===== src/open_address_key_table_assert.svh =====
// Assertion macros for the key table RTL.
// Each macro takes a label, an antecedent and a consequent, clocked on clock, held off in reset.
`ifndef OPEN_ADDRESS_KEY_TABLE_ASSERT_SVH
`define OPEN_ADDRESS_KEY_TABLE_ASSERT_SVH

// consequent holds in the same cycle as the antecedent
`define OAKT_ASSERT_NOW(label, ante, cons) \
   label: assert property (@(posedge clock) disable iff (reset) (ante) |-> (cons)) \
      else $error("assertion failed");

// consequent holds in the cycle after the antecedent
`define OAKT_ASSERT_NEXT(label, ante, cons) \
   label: assert property (@(posedge clock) disable iff (reset) (ante) |=> (cons)) \
      else $error("assertion failed");

`endif


===== src/oakt_pkg.sv =====
// Shared types and constants of the open-address key table.
// No dependencies; used by the interfaces and all modules but the RAM.
package oakt_pkg;

   localparam int KEY_W = 16;
   localparam int SIZE_W = 8;
   localparam int SLOT_W = 8;
   localparam int BIT_CNT_W = 4;
   localparam logic [SIZE_W-1:0] SIZE_RESET = 8'd255;

   localparam logic ACT_INSERT = 1'b0;
   localparam logic ACT_REMOVE = 1'b1;

   typedef enum logic [2:0] {
      ST_INSERTED  = 3'd0,
      ST_FULL      = 3'd1,
      ST_REMOVED   = 3'd2,
      ST_NOT_FOUND = 3'd3,
      ST_ZERO_KEY  = 3'd4
   } status_type;

   typedef enum logic [2:0] {
      S_IDLE,
      S_DIVIDE,
      S_ISSUE,
      S_CHECK,
      S_RESPOND
   } state_type;

endpackage


===== src/oakt_req_if.sv =====
// Request channel of the key table: valid/ready with action and key.
// Depends on oakt_pkg.
interface oakt_req_if import oakt_pkg::*; ();
   logic              valid;
   logic              ready;
   logic              action;
   logic [KEY_W-1:0]  key;

   modport source (output valid, output action, output key, input ready);
   modport sink   (input valid, input action, input key, output ready);
endinterface


===== src/oakt_rsp_if.sv =====
// Response channel of the key table: valid/ready with status and slot.
// Depends on oakt_pkg.
interface oakt_rsp_if import oakt_pkg::*; ();
   logic              valid;
   logic              ready;
   status_type        status;
   logic [SLOT_W-1:0] slot;

   modport source (output valid, output status, output slot, input ready);
   modport sink   (input valid, input status, input slot, output ready);
endinterface


===== src/oakt_ram.sv =====
// Generic simple dual-port RAM, one write and one registered read port.
// No dependencies.
module oakt_ram #(
   parameter int WIDTH = 16,
   parameter int DEPTH = 256
) (
   input  logic                     clock,
   input  logic                     wr_en,
   input  logic [$clog2(DEPTH)-1:0] wr_addr,
   input  logic [WIDTH-1:0]         wr_data,
   input  logic                     rd_en,
   input  logic [$clog2(DEPTH)-1:0] rd_addr,
   output logic [WIDTH-1:0]         rd_data
);

   logic [WIDTH-1:0] mem_ff [DEPTH];

   always_ff @(posedge clock) begin
      if (wr_en) begin
         mem_ff[wr_addr] <= wr_data;
      end
      if (rd_en) begin
         rd_data <= mem_ff[rd_addr];
      end
   end

endmodule


===== src/oakt_modstep.sv =====
// Shared reduce unit: brings a value below twice the modulus back under it.
// Serves both the bit-serial key remainder and the probe step. Uses oakt_pkg.
module oakt_modstep import oakt_pkg::*; (
   input  logic [SIZE_W:0]   sum,
   input  logic [SIZE_W-1:0] modulus,
   output logic [SIZE_W-1:0] result
);

   logic [SIZE_W:0] diff;

   assign diff = sum - {1'b0, modulus};
   assign result = (sum >= {1'b0, modulus}) ? diff[SIZE_W-1:0] : sum[SIZE_W-1:0];

endmodule


===== src/open_address_key_table.sv =====
// A zero key answers in the cycle after acceptance; any other key runs the bit-serial remainder
// (S_DIVIDE), then S_ISSUE, then S_CHECK once per probed slot (1 to the effective slot count),
// then S_RESPOND.
// One request at a time: the next is taken after the response is handed off.
// Reset (synchronous): all slots read empty at once (per-slot valid bits), table_size = 255.
`include "open_address_key_table_assert.svh"

module open_address_key_table import oakt_pkg::*; #(
   parameter int MAX_SLOTS = 256
) (
   input  logic              clock,
   input  logic              reset,
   input  logic              csr_we,
   input  logic [SIZE_W-1:0] csr_wdata,
   oakt_req_if.sink          req_chan,
   oakt_rsp_if.source        rsp_chan
);

   localparam int ADDR_W = $clog2(MAX_SLOTS);
   localparam logic [SIZE_W:0] MAX_N = (SIZE_W+1)'(MAX_SLOTS);

   state_type state_ff, state_in;
   logic [SIZE_W-1:0]    table_size_ff;
   logic                 action_ff, action_in;
   logic [KEY_W-1:0]     key_ff, key_in;
   logic [SIZE_W-1:0]    n_ff, n_in;
   logic [SIZE_W-1:0]    rem_ff, rem_in;
   logic [BIT_CNT_W-1:0] bit_cnt_ff, bit_cnt_in;
   logic [SIZE_W-1:0]    pos_ff, pos_in;
   logic [SIZE_W-1:0]    probe_ff, probe_in;
   logic [MAX_SLOTS-1:0] valid_ff, valid_in;
   status_type           rsp_status_ff, rsp_status_in;
   logic [SLOT_W-1:0]    rsp_slot_ff, rsp_slot_in;

   logic [SIZE_W-1:0]    eff_n;
   logic [SIZE_W:0]      unit_sum;
   logic [SIZE_W-1:0]    unit_res;
   logic [SIZE_W-1:0]    probe_next;
   logic                 ram_we;
   logic                 ram_re;
   logic [KEY_W-1:0]     ram_rd_data;
   logic [KEY_W-1:0]     entry;
   logic                 hit;
   logic                 last_probe;

   // effective slot count: zero counts as one, clamp at the storage depth
   always_comb begin
      if (table_size_ff == '0) begin
         eff_n = SIZE_W'(1);
      end else if ({1'b0, table_size_ff} > MAX_N) begin
         eff_n = MAX_N[SIZE_W-1:0];
      end else begin
         eff_n = table_size_ff;
      end
   end

   assign probe_next = probe_ff + SIZE_W'(1);

   always_comb begin
      case (state_ff)
         S_DIVIDE: unit_sum = {rem_ff, key_ff[BIT_CNT_W'(KEY_W-1) - bit_cnt_ff]};
         S_ISSUE:  unit_sum = {1'b0, rem_ff};
         S_CHECK:  unit_sum = {1'b0, pos_ff} + {1'b0, probe_next};
         default:  unit_sum = '0;
      endcase
   end

   oakt_modstep u_modstep (
      .sum     (unit_sum),
      .modulus (n_ff),
      .result  (unit_res)
   );

   oakt_ram #(
      .WIDTH (KEY_W),
      .DEPTH (MAX_SLOTS)
   ) u_slot_ram (
      .clock   (clock),
      .wr_en   (ram_we),
      .wr_addr (pos_ff[ADDR_W-1:0]),
      .wr_data (key_ff),
      .rd_en   (ram_re),
      .rd_addr (unit_res[ADDR_W-1:0]),
      .rd_data (ram_rd_data)
   );

   assign entry = valid_ff[pos_ff[ADDR_W-1:0]] ? ram_rd_data : '0;
   assign hit = (action_ff == ACT_INSERT) ? (entry == '0) : (entry == key_ff);
   assign last_probe = (probe_ff == n_ff - SIZE_W'(1));

   // next state
   always_comb begin
      state_in = state_ff;
      case (state_ff)
         S_IDLE: begin
            if (req_chan.valid) begin
               state_in = (req_chan.key == '0) ? S_RESPOND : S_DIVIDE;
            end
         end
         S_DIVIDE: begin
            if (bit_cnt_ff == BIT_CNT_W'(KEY_W-1)) begin
               state_in = S_ISSUE;
            end
         end
         S_ISSUE: state_in = S_CHECK;
         S_CHECK: begin
            if (hit || last_probe) begin
               state_in = S_RESPOND;
            end
         end
         S_RESPOND: begin
            if (rsp_chan.ready) begin
               state_in = S_IDLE;
            end
         end
         default: state_in = S_IDLE;
      endcase
   end

   // outputs and datapath
   always_comb begin
      action_in     = action_ff;
      key_in        = key_ff;
      n_in          = n_ff;
      rem_in        = rem_ff;
      bit_cnt_in    = bit_cnt_ff;
      pos_in        = pos_ff;
      probe_in      = probe_ff;
      valid_in      = valid_ff;
      rsp_status_in = rsp_status_ff;
      rsp_slot_in   = rsp_slot_ff;
      ram_we        = 1'b0;
      ram_re        = 1'b0;
      case (state_ff)
         S_IDLE: begin
            action_in     = req_chan.action;
            key_in        = req_chan.key;
            n_in          = eff_n;
            rem_in        = '0;
            bit_cnt_in    = '0;
            rsp_status_in = ST_ZERO_KEY;
            rsp_slot_in   = '0;
         end
         S_DIVIDE: begin
            rem_in     = unit_res;
            bit_cnt_in = bit_cnt_ff + BIT_CNT_W'(1);
         end
         S_ISSUE: begin
            ram_re   = 1'b1;
            pos_in   = unit_res;
            probe_in = '0;
         end
         S_CHECK: begin
            if (hit) begin
               ram_we = (action_ff == ACT_INSERT);
               valid_in[pos_ff[ADDR_W-1:0]] = (action_ff == ACT_INSERT);
               rsp_status_in = (action_ff == ACT_INSERT) ? ST_INSERTED : ST_REMOVED;
               rsp_slot_in   = pos_ff;
            end else if (last_probe) begin
               rsp_status_in = (action_ff == ACT_INSERT) ? ST_FULL : ST_NOT_FOUND;
               rsp_slot_in   = '0;
            end else begin
               // read the next probe slot speculatively
               ram_re   = 1'b1;
               pos_in   = unit_res;
               probe_in = probe_next;
            end
         end
         default: begin
         end
      endcase
   end

   assign req_chan.ready  = (state_ff == S_IDLE);
   assign rsp_chan.valid  = (state_ff == S_RESPOND);
   assign rsp_chan.status = rsp_status_ff;
   assign rsp_chan.slot   = rsp_slot_ff;

   always_ff @(posedge clock) begin
      if (reset) begin
         state_ff      <= S_IDLE;
         table_size_ff <= SIZE_RESET;
         valid_ff      <= '0;
      end else begin
         state_ff <= state_in;
         valid_ff <= valid_in;
         if (csr_we) begin
            table_size_ff <= csr_wdata;
         end
      end
   end

   always_ff @(posedge clock) begin
      action_ff     <= action_in;
      key_ff        <= key_in;
      n_ff          <= n_in;
      rem_ff        <= rem_in;
      bit_cnt_ff    <= bit_cnt_in;
      pos_ff        <= pos_in;
      probe_ff      <= probe_in;
      rsp_status_ff <= rsp_status_in;
      rsp_slot_ff   <= rsp_slot_in;
   end

   `OAKT_ASSERT_NOW(a_write_in_check, ram_we, state_ff == S_CHECK && action_ff == ACT_INSERT)
   `OAKT_ASSERT_NOW(a_pos_in_range, state_ff == S_CHECK, pos_ff < n_ff && probe_ff < n_ff)
   `OAKT_ASSERT_NOW(a_fail_slot_zero,
      rsp_chan.valid && rsp_chan.status != ST_INSERTED && rsp_chan.status != ST_REMOVED,
      rsp_chan.slot == '0)
   `OAKT_ASSERT_NEXT(a_busy_after_accept, req_chan.valid && req_chan.ready, !req_chan.ready)
   `OAKT_ASSERT_NOW(a_rem_below_n, state_ff == S_DIVIDE || state_ff == S_ISSUE, rem_ff < n_ff)

endmodule


===== src/flat_wrapper.sv =====
// flat-port wrapper written by rule: the top's interface ports become plain ports
module open_address_key_table_flat import oakt_pkg::*;
#(
   parameter int MAX_SLOTS = 256
)
  (clock, reset, csr_we, csr_wdata, req_chan_valid, req_chan_action, req_chan_key, req_chan_ready, rsp_chan_valid, rsp_chan_status, rsp_chan_slot, rsp_chan_ready);
  oakt_req_if req_chan_i ();
  oakt_rsp_if rsp_chan_i ();
  input  logic clock;
  input  logic reset;
  input  logic csr_we;
  input  logic [SIZE_W-1:0] csr_wdata;
  input wire logic [$bits(req_chan_i.valid)-1:0] req_chan_valid;
  input wire logic [$bits(req_chan_i.action)-1:0] req_chan_action;
  input wire logic [$bits(req_chan_i.key)-1:0] req_chan_key;
  output wire logic [$bits(req_chan_i.ready)-1:0] req_chan_ready;
  output wire logic [$bits(rsp_chan_i.valid)-1:0] rsp_chan_valid;
  output wire logic [$bits(rsp_chan_i.status)-1:0] rsp_chan_status;
  output wire logic [$bits(rsp_chan_i.slot)-1:0] rsp_chan_slot;
  input wire logic [$bits(rsp_chan_i.ready)-1:0] rsp_chan_ready;
  assign req_chan_i.valid = req_chan_valid;
  assign req_chan_i.action = req_chan_action;
  assign req_chan_i.key = req_chan_key;
  assign req_chan_ready = req_chan_i.ready;
  assign rsp_chan_valid = rsp_chan_i.valid;
  assign rsp_chan_status = rsp_chan_i.status;
  assign rsp_chan_slot = rsp_chan_i.slot;
  assign rsp_chan_i.ready = rsp_chan_ready;
  open_address_key_table #(.MAX_SLOTS(MAX_SLOTS)) u_core (.clock(clock), .reset(reset), .csr_we(csr_we), .csr_wdata(csr_wdata), .req_chan(req_chan_i), .rsp_chan(rsp_chan_i));
endmodule

===== config.mk =====
export PLATFORM = sky130hd
export DESIGN_NAME = open_address_key_table_flat
export DESIGN_NICKNAME = d
export VERILOG_FILES = /design/src/oakt_pkg.sv /design/src/oakt_req_if.sv /design/src/oakt_rsp_if.sv /design/src/oakt_ram.sv /design/src/oakt_modstep.sv /design/src/open_address_key_table.sv /design/src/flat_wrapper.sv
export VERILOG_INCLUDE_DIRS = /design/src /design/src/src
export SDC_FILE = /design/constraint.sdc
export NUM_CORES = 2
export LEC_CHECK = 0
export BUFFER_PORTS_ARGS = -buffer_cell sky130_fd_sc_hd__buf_2
export CAP_MARGIN = 30
export CORE_ASPECT_RATIO = 1.1
export CORE_MARGIN = 8
export CORE_UTILIZATION = 50
export DETAILED_ROUTE_END_ITERATION = 8
export GPL_ROUTABILITY_DRIVEN = 0
export PLACE_DENSITY = 0.65
export SLEW_MARGIN = 40
export SYNTH_ARGS = -nofsm -noshare
export SYNTH_HDL_FRONTEND = slang
export SYNTH_SLANG_ARGS = --single-unit

===== constraint.sdc =====
create_clock -name clock -period 10.6 [get_ports clock]
set_clock_uncertainty 0.15 [all_clocks]
set_input_delay 2.12 -clock clock [delete_from_list [all_inputs] [get_ports clock]]
set_output_delay 2.12 -clock clock [all_outputs]
set_load 0.05 [all_outputs]

### Yosys cells after proc, flatten, opt, wreduce, memory -nomap -nowiden

Memories as Yosys holds them, arrays and structs flattened. A register that Yosys moved wholly into a read port is not among the register bits.
Cells that the tools add are included.

| word-level totals | value |
|---|---|
| memories kept | 1 |
| word-level logic and storage cells | 95 |
| RAM bits | 4096 |
| register bits after elaboration | 331 |
| input port bits | 30 |

| operators by class | value |
|---|---|
| add/subtract/negate cells | 6 |
| equal/unequal tests | 14 |
| bitwise gates (word level) | 1 |
| $lt $le $gt $ge | 5 |
| reduce and logical (&&, ||, !) cells | 14 |
| multiplexer cells | 41 |

Memory list:

| memory | words | width | rd ports | clocked after memory_dff | wr ports | RTL line | source |
|---|---|---|---|---|---|---|---|
| u_core.u_slot_ram.mem_ff | 256 | 16 | 1 | 1 | 1 | oakt_ram.sv:16 | `logic [WIDTH-1:0] mem_ff [DEPTH];` |

Operators with widths:

| cell | number |
|---|---|
| $bwmux 256 | 1 |
| $pmux 8 s2 | 4 |
| $mux 8 | 7 |
| $logic_not 16->1 | 2 |
| $pmux 9 s3 | 1 |
| $mux 3 | 7 |
| $eq 16x16->1 | 1 |
| $mux 16 | 1 |
| $pmux 3 s5 | 1 |
| $mux 1 | 11 |
| $add 8x8->9 | 1 |
| $ge 9x8->1 | 1 |
| $gt 8x9->1 const B | 1 |
| $lt 8x9->1 const B | 1 |
| $add 8x1->8 const B | 1 |
| $bmux 1 s8 | 1 |
| $demux 1 s8 | 1 |
| $eq 8x8->1 | 1 |
| $ge 8x1->1 const B | 1 |
| $logic_not 8->1 | 1 |
| $pmux 4 s2 | 1 |
| $sub 8x1->8 const B | 1 |
| $sub 8x8->8 | 1 |
| $eq 3x2->1 const B | 2 |
| other kinds (22) | 30 |

### Logic depth before layout (Yosys ltp)

| logic depth | value |
|---|---|
| depth in word-level cells | 9 |
| mapped depth | 29 |
| depth with buffers taken out | 24 |

### Cells and area by module

From an unflattened synthesis, not the netlist that was laid out.

| unflattened totals | value |
|---|---|
| cell total of the unflattened synthesis | 9555 |
| area total of the unflattened synthesis | 178008.2 µm² |

By module, submodules not included:

| module | area each (µm²) | instances | cells an instance | seq. area each (µm²) |
|---|---|---|---|---|
| oakt_ram | 158874.9 | 1 | 7360 | 123478.4 |
| open_address_key_table | 18606.6 | 1 | 2130 | 7267.0 |
| oakt_modstep | 526.8 | 1 | 65 | 0.0 |

### Least setup slack after synthesis

Ideal clock, no wire load.

| timing | value |
|---|---|
| path type | register to register |
| start point | register u_core.key_ff[8] |
| end point | register u_core.u_slot_ram.rd_data[4] (read register of u_core.u_slot_ram.mem_ff) (data pin) |
| clock period less this slack | 9.129 ns |
| path buffers | 7 |
| slack | 1.471 ns |
| required time | 10.183 ns |
| cell stages (with the launch flop) | 24 |
| arrival time | 8.712 ns |
| cell sequence | edfxtp_1 mux4_2 nand2b_1 nand4b_1 nand4_1 inv_1 clkbuf_1 clkbuf_1 clkbuf_1 ha_1 nand4_1 nor2_1 a211oi_1 nand3_1 o21ai_1 buf_2 buf_2 clkbuf_1 buf_1 mux2i_1 o22ai_1 o31ai_1 o2111a_1 nor4_1 |

| between the ends | value |
|---|---|
| longest elaborated chain between the ends | 5 |

RTL lines:

| element | RTL line | source |
|---|---|---|
| start, declared | open_address_key_table.sv:25 | `logic [KEY_W-1:0] key_ff, key_in;` |
| start signal, assigned | open_address_key_table.sv:195 | `key_ff <= key_in;` |
| $bmux 1 s4 | open_address_key_table.sv:61 | `S_DIVIDE: unit_sum = {rem_ff, key_ff[BIT_CNT_W'(KEY_W-1) - bit_cnt_ff]};` |
| $mux 1 (not written as such) | open_address_key_table.sv:61 |  |
| $pmux 9 s3 | open_address_key_table.sv:60 | `case (state_ff)` |
| $sub 8x8->8 / $ge 9x8->1 (equally long branches) | oakt_modstep.sv:11, oakt_modstep.sv:12 |  |
| $mux 8 | oakt_modstep.sv:12 | `assign result = (sum >= {1'b0, modulus}) ? diff[SIZE_W-1:0] : sum[SIZE_W-1:0];` |
| end, declared | oakt_ram.sv:13 | `output logic [WIDTH-1:0] rd_data` |

Parallel ways exist; a longest one is shown, timed or not. The select of a mux whose other input is x is not followed.
A chain may end at the register's enable or synchronous reset.

### Final worst setup path

| timing | value |
|---|---|
| start point | register u_core.probe_ff[0] |
| end point | register u_core.u_slot_ram.rd_data[10] (read register of u_core.u_slot_ram.mem_ff) (data pin) |

| between the ends | value |
|---|---|
| longest elaborated chain between the ends | 5 |

RTL lines:

| element | RTL line | source |
|---|---|---|
| start, declared | open_address_key_table.sv:30 | `logic [SIZE_W-1:0] probe_ff, probe_in;` |
| start signal, assigned | open_address_key_table.sv:200 | `probe_ff <= probe_in;` |
| $add 8x1->8 * | open_address_key_table.sv:57 | `assign probe_next = probe_ff + SIZE_W'(1);` |
| via u_core.probe_next[4] | open_address_key_table.sv:38 | `logic [SIZE_W-1:0] probe_next;` |
| $add 8x8->9 * | open_address_key_table.sv:63 | `S_CHECK: unit_sum = {1'b0, pos_ff} + {1'b0, probe_next};` |
| $pmux 9 s3 * | open_address_key_table.sv:60 |  |
| $sub 8x8->8 / $ge 9x8->1 (equally long branches) | oakt_modstep.sv:11, oakt_modstep.sv:12 |  |
| $mux 8 * | oakt_modstep.sv:12 |  |

Mark *: on every way through the listed nets, which the timed path passes. The rest lies on a longest branch.

==> flow_metrics.py <==
metrics = {
    "final_layout": {
        "fin_cells": 18100,
        "finish.instance_area_sq_um": 204000,
        "synthToLayoutAreaGrowth_pct": 13.3,
        "fillers": 27600,
        "final_layout_size_suffix_gt1_share_pct": 13.3,
        "multi_input_area_sq_um": 47600,
        "fin_util_pct": 56.9,
        "seq_area_sq_um": 131000,
        "nets": 13000,
    },
    "pwr": {
        "p_leak_uw": 0.0656,
        "powerDensity_nw_per_um2": 190,
        "vdd_drop_max_uv": 151,
    },
    "setup_path": {
        "r2r_start": "u_core.probe_ff[0]",
        "start_kind": "flop",
        "reg2reg_slack_ns": 0.82,
        "cp_data_arrival_time_ns": 10.37,
        "crit_type": "reg2reg",
        "crit_family": "compound AO/OA/AOI/OAI gates",
        "worstSetupEndpointType": "flop",
        "r2r-end": "u_core.u_slot_ram.rd_data[10]",
        "r2r_cells": 27,
        "crit_fanout": 189,
        "worstPathRequired_ns": 11.18,
        "slowest_delay_ns": 0.65,
        "path_buf_inv": 5,
        "slowest_stage": "nor4b_2",
    },
    "floorplanning": {
        "dieHeight_microns": 646,
        "dieArea_sq_um": 380000,
        "die_width_microns": 589,
        "core_area_sq_um": 359000,
        "ios": 43,
        "initial_core_util_pct": 50.2,
        "core.rowCount": 231,
    },
    "synth": {
        "synth_ff_type": "edfxtp_1",
        "synth_xor_area_share_pct": 0.146,
        "ys_top_cells_by_area": "edfxtp_1 70%, nand2_1 4.4%, o211ai_1 3.1%",
        "yosysMostFrequentCell": "edfxtp_1",
        "yosys.area_share.adder_pct": 0.168,
        "synth_area_per_cell_sq_um": 13.8,
        "synth.distinct_cells": 87,
        "synth_edf_count": 4176,
        "synth_compound_area_share_pct": 13.5,
        "synth-simple-area-share_pct": 7.96,
        "synthCells": 13000,
        "yosys_warnings": 0,
        "muxShareOfSynthArea_pct": 3.17,
        "ys_seq_area_share_pct": 72.5,
        "synthesis.nets": 13100,
        "synth_top_area_share_pct": 69.6,
        "ys_async_sr_fraction_pct": 0,
        "ys_ff_latch": 4443,
        "synth_area_sq_um": 180000,
        "synthTopCellsByCount": "4,176 x edfxtp_1, 2,115 x nand2_1, 1,023 x a21oi_1, 932 x clkbuf_1, 746 x o211ai_1",
        "synth_top_family_by_area": "compound AO/OA/AOI/OAI gates",
        "yosysTopAreaCell": "edfxtp_1",
    },
    "clock_tree": {
        "numCtsBuffers": 429,
        "cts-htree-levels": 5,
        "clkSinkCount": 4443,
        "clock_latency_ns": 1.04,
        "cts_resized": 0,
        "tritoncts": "built",
        "cts_buffer_depth": 4,
        "clkTransAtPathRegs_ns": 0.07,
        "root_buffer": "clkbuf_16",
        "post-cts-setup-buffers": 0,
        "holdBufCountCts": 0,
    },
    "routing": {
        "routed_via_density": 6.71,
        "routed_wl_microns": 567000,
        "wl_per_cell_microns": 31.3,
        "dr.pass1.iters": 8,
        "drc": 0,
        "antenna_left": 0,
        "drt-initial-drc-count": 19300,
        "via_count": 122000,
    },
    "timing": {
        "fin_crit_sh_pct": 92.3,
        "tightest_slew_ns": 1.08,
        "fmax_mhz": 102,
        "finalSetupTns_ns": 0,
        "setup_viol": 0,
        "drv_slew": 0,
        "whs_ns": 0.323,
        "finalCriticalPeriod_ns": 9.78,
        "rsz0062_at_grt": "false",
        "finalHoldViolCount": 0,
        "relSlewSlack_pct": 28.1,
    },
    "global_routing": {
        "grt_pass1_vias": 115000,
        "grt_first_pass_wirelength_microns": 810000,
        "grt_max_degree": 190,
        "antenna_found_initial": 32,
        "globalRouteTotalUtil_pct": 28.6,
        "grt.overflow.total": 0,
    },
    "place": {
        "dpl.hpwl_microns": 332000,
        "placed_cells": 17300,
        "io_buffers": 42,
        "placed_area_sq_um": 190000,
    },
    "worst_hold_path": {
        "holdPathEnd": "u_core.n_ff[3]",
        "worstHoldPathType": "reg2reg",
        "min_from": "u_core.table_size_ff[3]",
        "hold_depth": 0,
    },
    "job": {
        "cap_violations": 0,
    },
    "status": {
        "status": "finished, final reports clean",
    },
}
routing by layer:
layer  part of all wire (%)  track usage (%)  up-vias
li1                       -                -    51100
met1                     38             39.2    61400
met2                     45             43.8     7881
met3                     12             5.96     1315
met4                    5.3             13.6        4
met5                 0.0049                0        -
worst max path at each step:
stage | start | end | slack [ns] | cells after the start
global route | u_core.probe_ff[0] | u_core.u_slot_ram.rd_data[14] | 0.48 | 26
global placement | u_core.probe_ff[0] | u_core.u_slot_ram.rd_data[15] | 0.32 | 23
detailed placement | u_core.key_ff[4] | u_core.u_slot_ram.rd_data[14] | 1.06 | 20
CTS | u_core.probe_ff[0] | u_core.u_slot_ram.rd_data[14] | 1.07 | 26
floorplan | u_core.key_ff[8] | u_core.u_slot_ram.rd_data[4] | 1.47 | 23
finish | u_core.probe_ff[0] | u_core.u_slot_ram.rd_data[10] | 0.82 | 27
cell usage in the layout (no fill, tap or decap), drive strengths merged, types with 21 or more instances in the layout:
cell | Yosys | routed
a21oi | 1023 | 1023
a221o | 23 | 23
a32oi | 111 | 111
o22ai | 211 | 211
buf | 202 | 679
inv | 32 | 47
a31oi | 169 | 169
mux2 | 25 | 25
nand3 | 240 | 240
clkinv | 5 | 207
bufinv | 0 | 32
a221oi | 74 | 74
nor3 | 145 | 145
and3 | 128 | 128
nor2 | 90 | 90
nor4 | 335 | 335
o31ai | 30 | 30
a22oi | 104 | 104
ha | 21 | 21
edfxtp | 4176 | 4176
mux2i | 441 | 441
o211ai | 746 | 746
nor4b | 42 | 42
clkbuf | 932 | 521
a211o | 75 | 75
dfxtp | 267 | 267
a22o | 54 | 54
a2111oi | 37 | 37
a211oi | 476 | 476
o21ai | 302 | 302
nand2 | 2116 | 2116
a32o | 78 | 78
mux4 | 45 | 45
area by class of cell:
type                       count  share of cell area (%)
antenna                       13                  0.0159
inverter                      37                  0.0863
clock inverter               269                    1.19
multi-input combinational   7404                    23.3
sequential                  4443                    64.0
timing repair buffer         681                    3.00
clock buffer                 519                    5.50
tap                         4776                    2.92
power breakdown:
| group | total [uW] | switching [uW] | internal, uW |
|---|---|---|---|
| logic | 4320 | 3140 | 1180 |
| registers | 19500 | 28.7 | 19500 |
| clock network | 15000 | 6680 | 8340 |
| total | 38800 | 9850 | 29000 |
worst register-to-register path, stage by stage, from the launching register on:
cell	delay [ns]
edfxtp_1	0.49
ha_1	0.21
nand3_1	0.12
xnor2_1	0.17
ha_1	0.39
o211ai_1	0.13
o21ai_0	0.59
xor2_1	0.14
mux2i_1	0.20
nor2_1	0.07
o21ai_0	0.26
inv_1	0.09
ha_1	0.35
a21o_1	0.24
or3_1	0.35
o21ai_1	0.60
nand3_4	0.35
buf_4	0.45
buf_12	0.40
buf_4	0.92
o211ai_1	0.33
a211oi_1	0.11
nor4_1	0.59
o211ai_1	0.27
a31oi_1	0.57
nor4b_2	0.66
buf_4	0.27
nor4_1	0.06
stage by stage:
step	power, uW	setup slack (ns)
finish	38800	0.819
global route	39800	0.480
CTS	38800	1.07
detailed placement	24100	1.06
global placement	23900	0.318
floorplan	22500	1.47
cells by family after synthesis:
kind of cell,count (synthesis)
DFF,4443
AOI/OAI and AO/OA,3633
and+or+nand+nor,3207
buffers and inverters,1171
muxes,511
xor gates and xnor gates,30
adders and majority gates,23
sequential cells by signal (all words and copies together), names as in the netlist, 16 cells and up:
| signal | cells |
|---|---|
| u_core.u_slot_ram.mem_ff | 4096 |
| u_core.key_ff | 16 |
| u_core.valid_ff | 256 |
| u_core.u_slot_ram.rd_data | 16 |
Power figures use the tool's default switching activity.
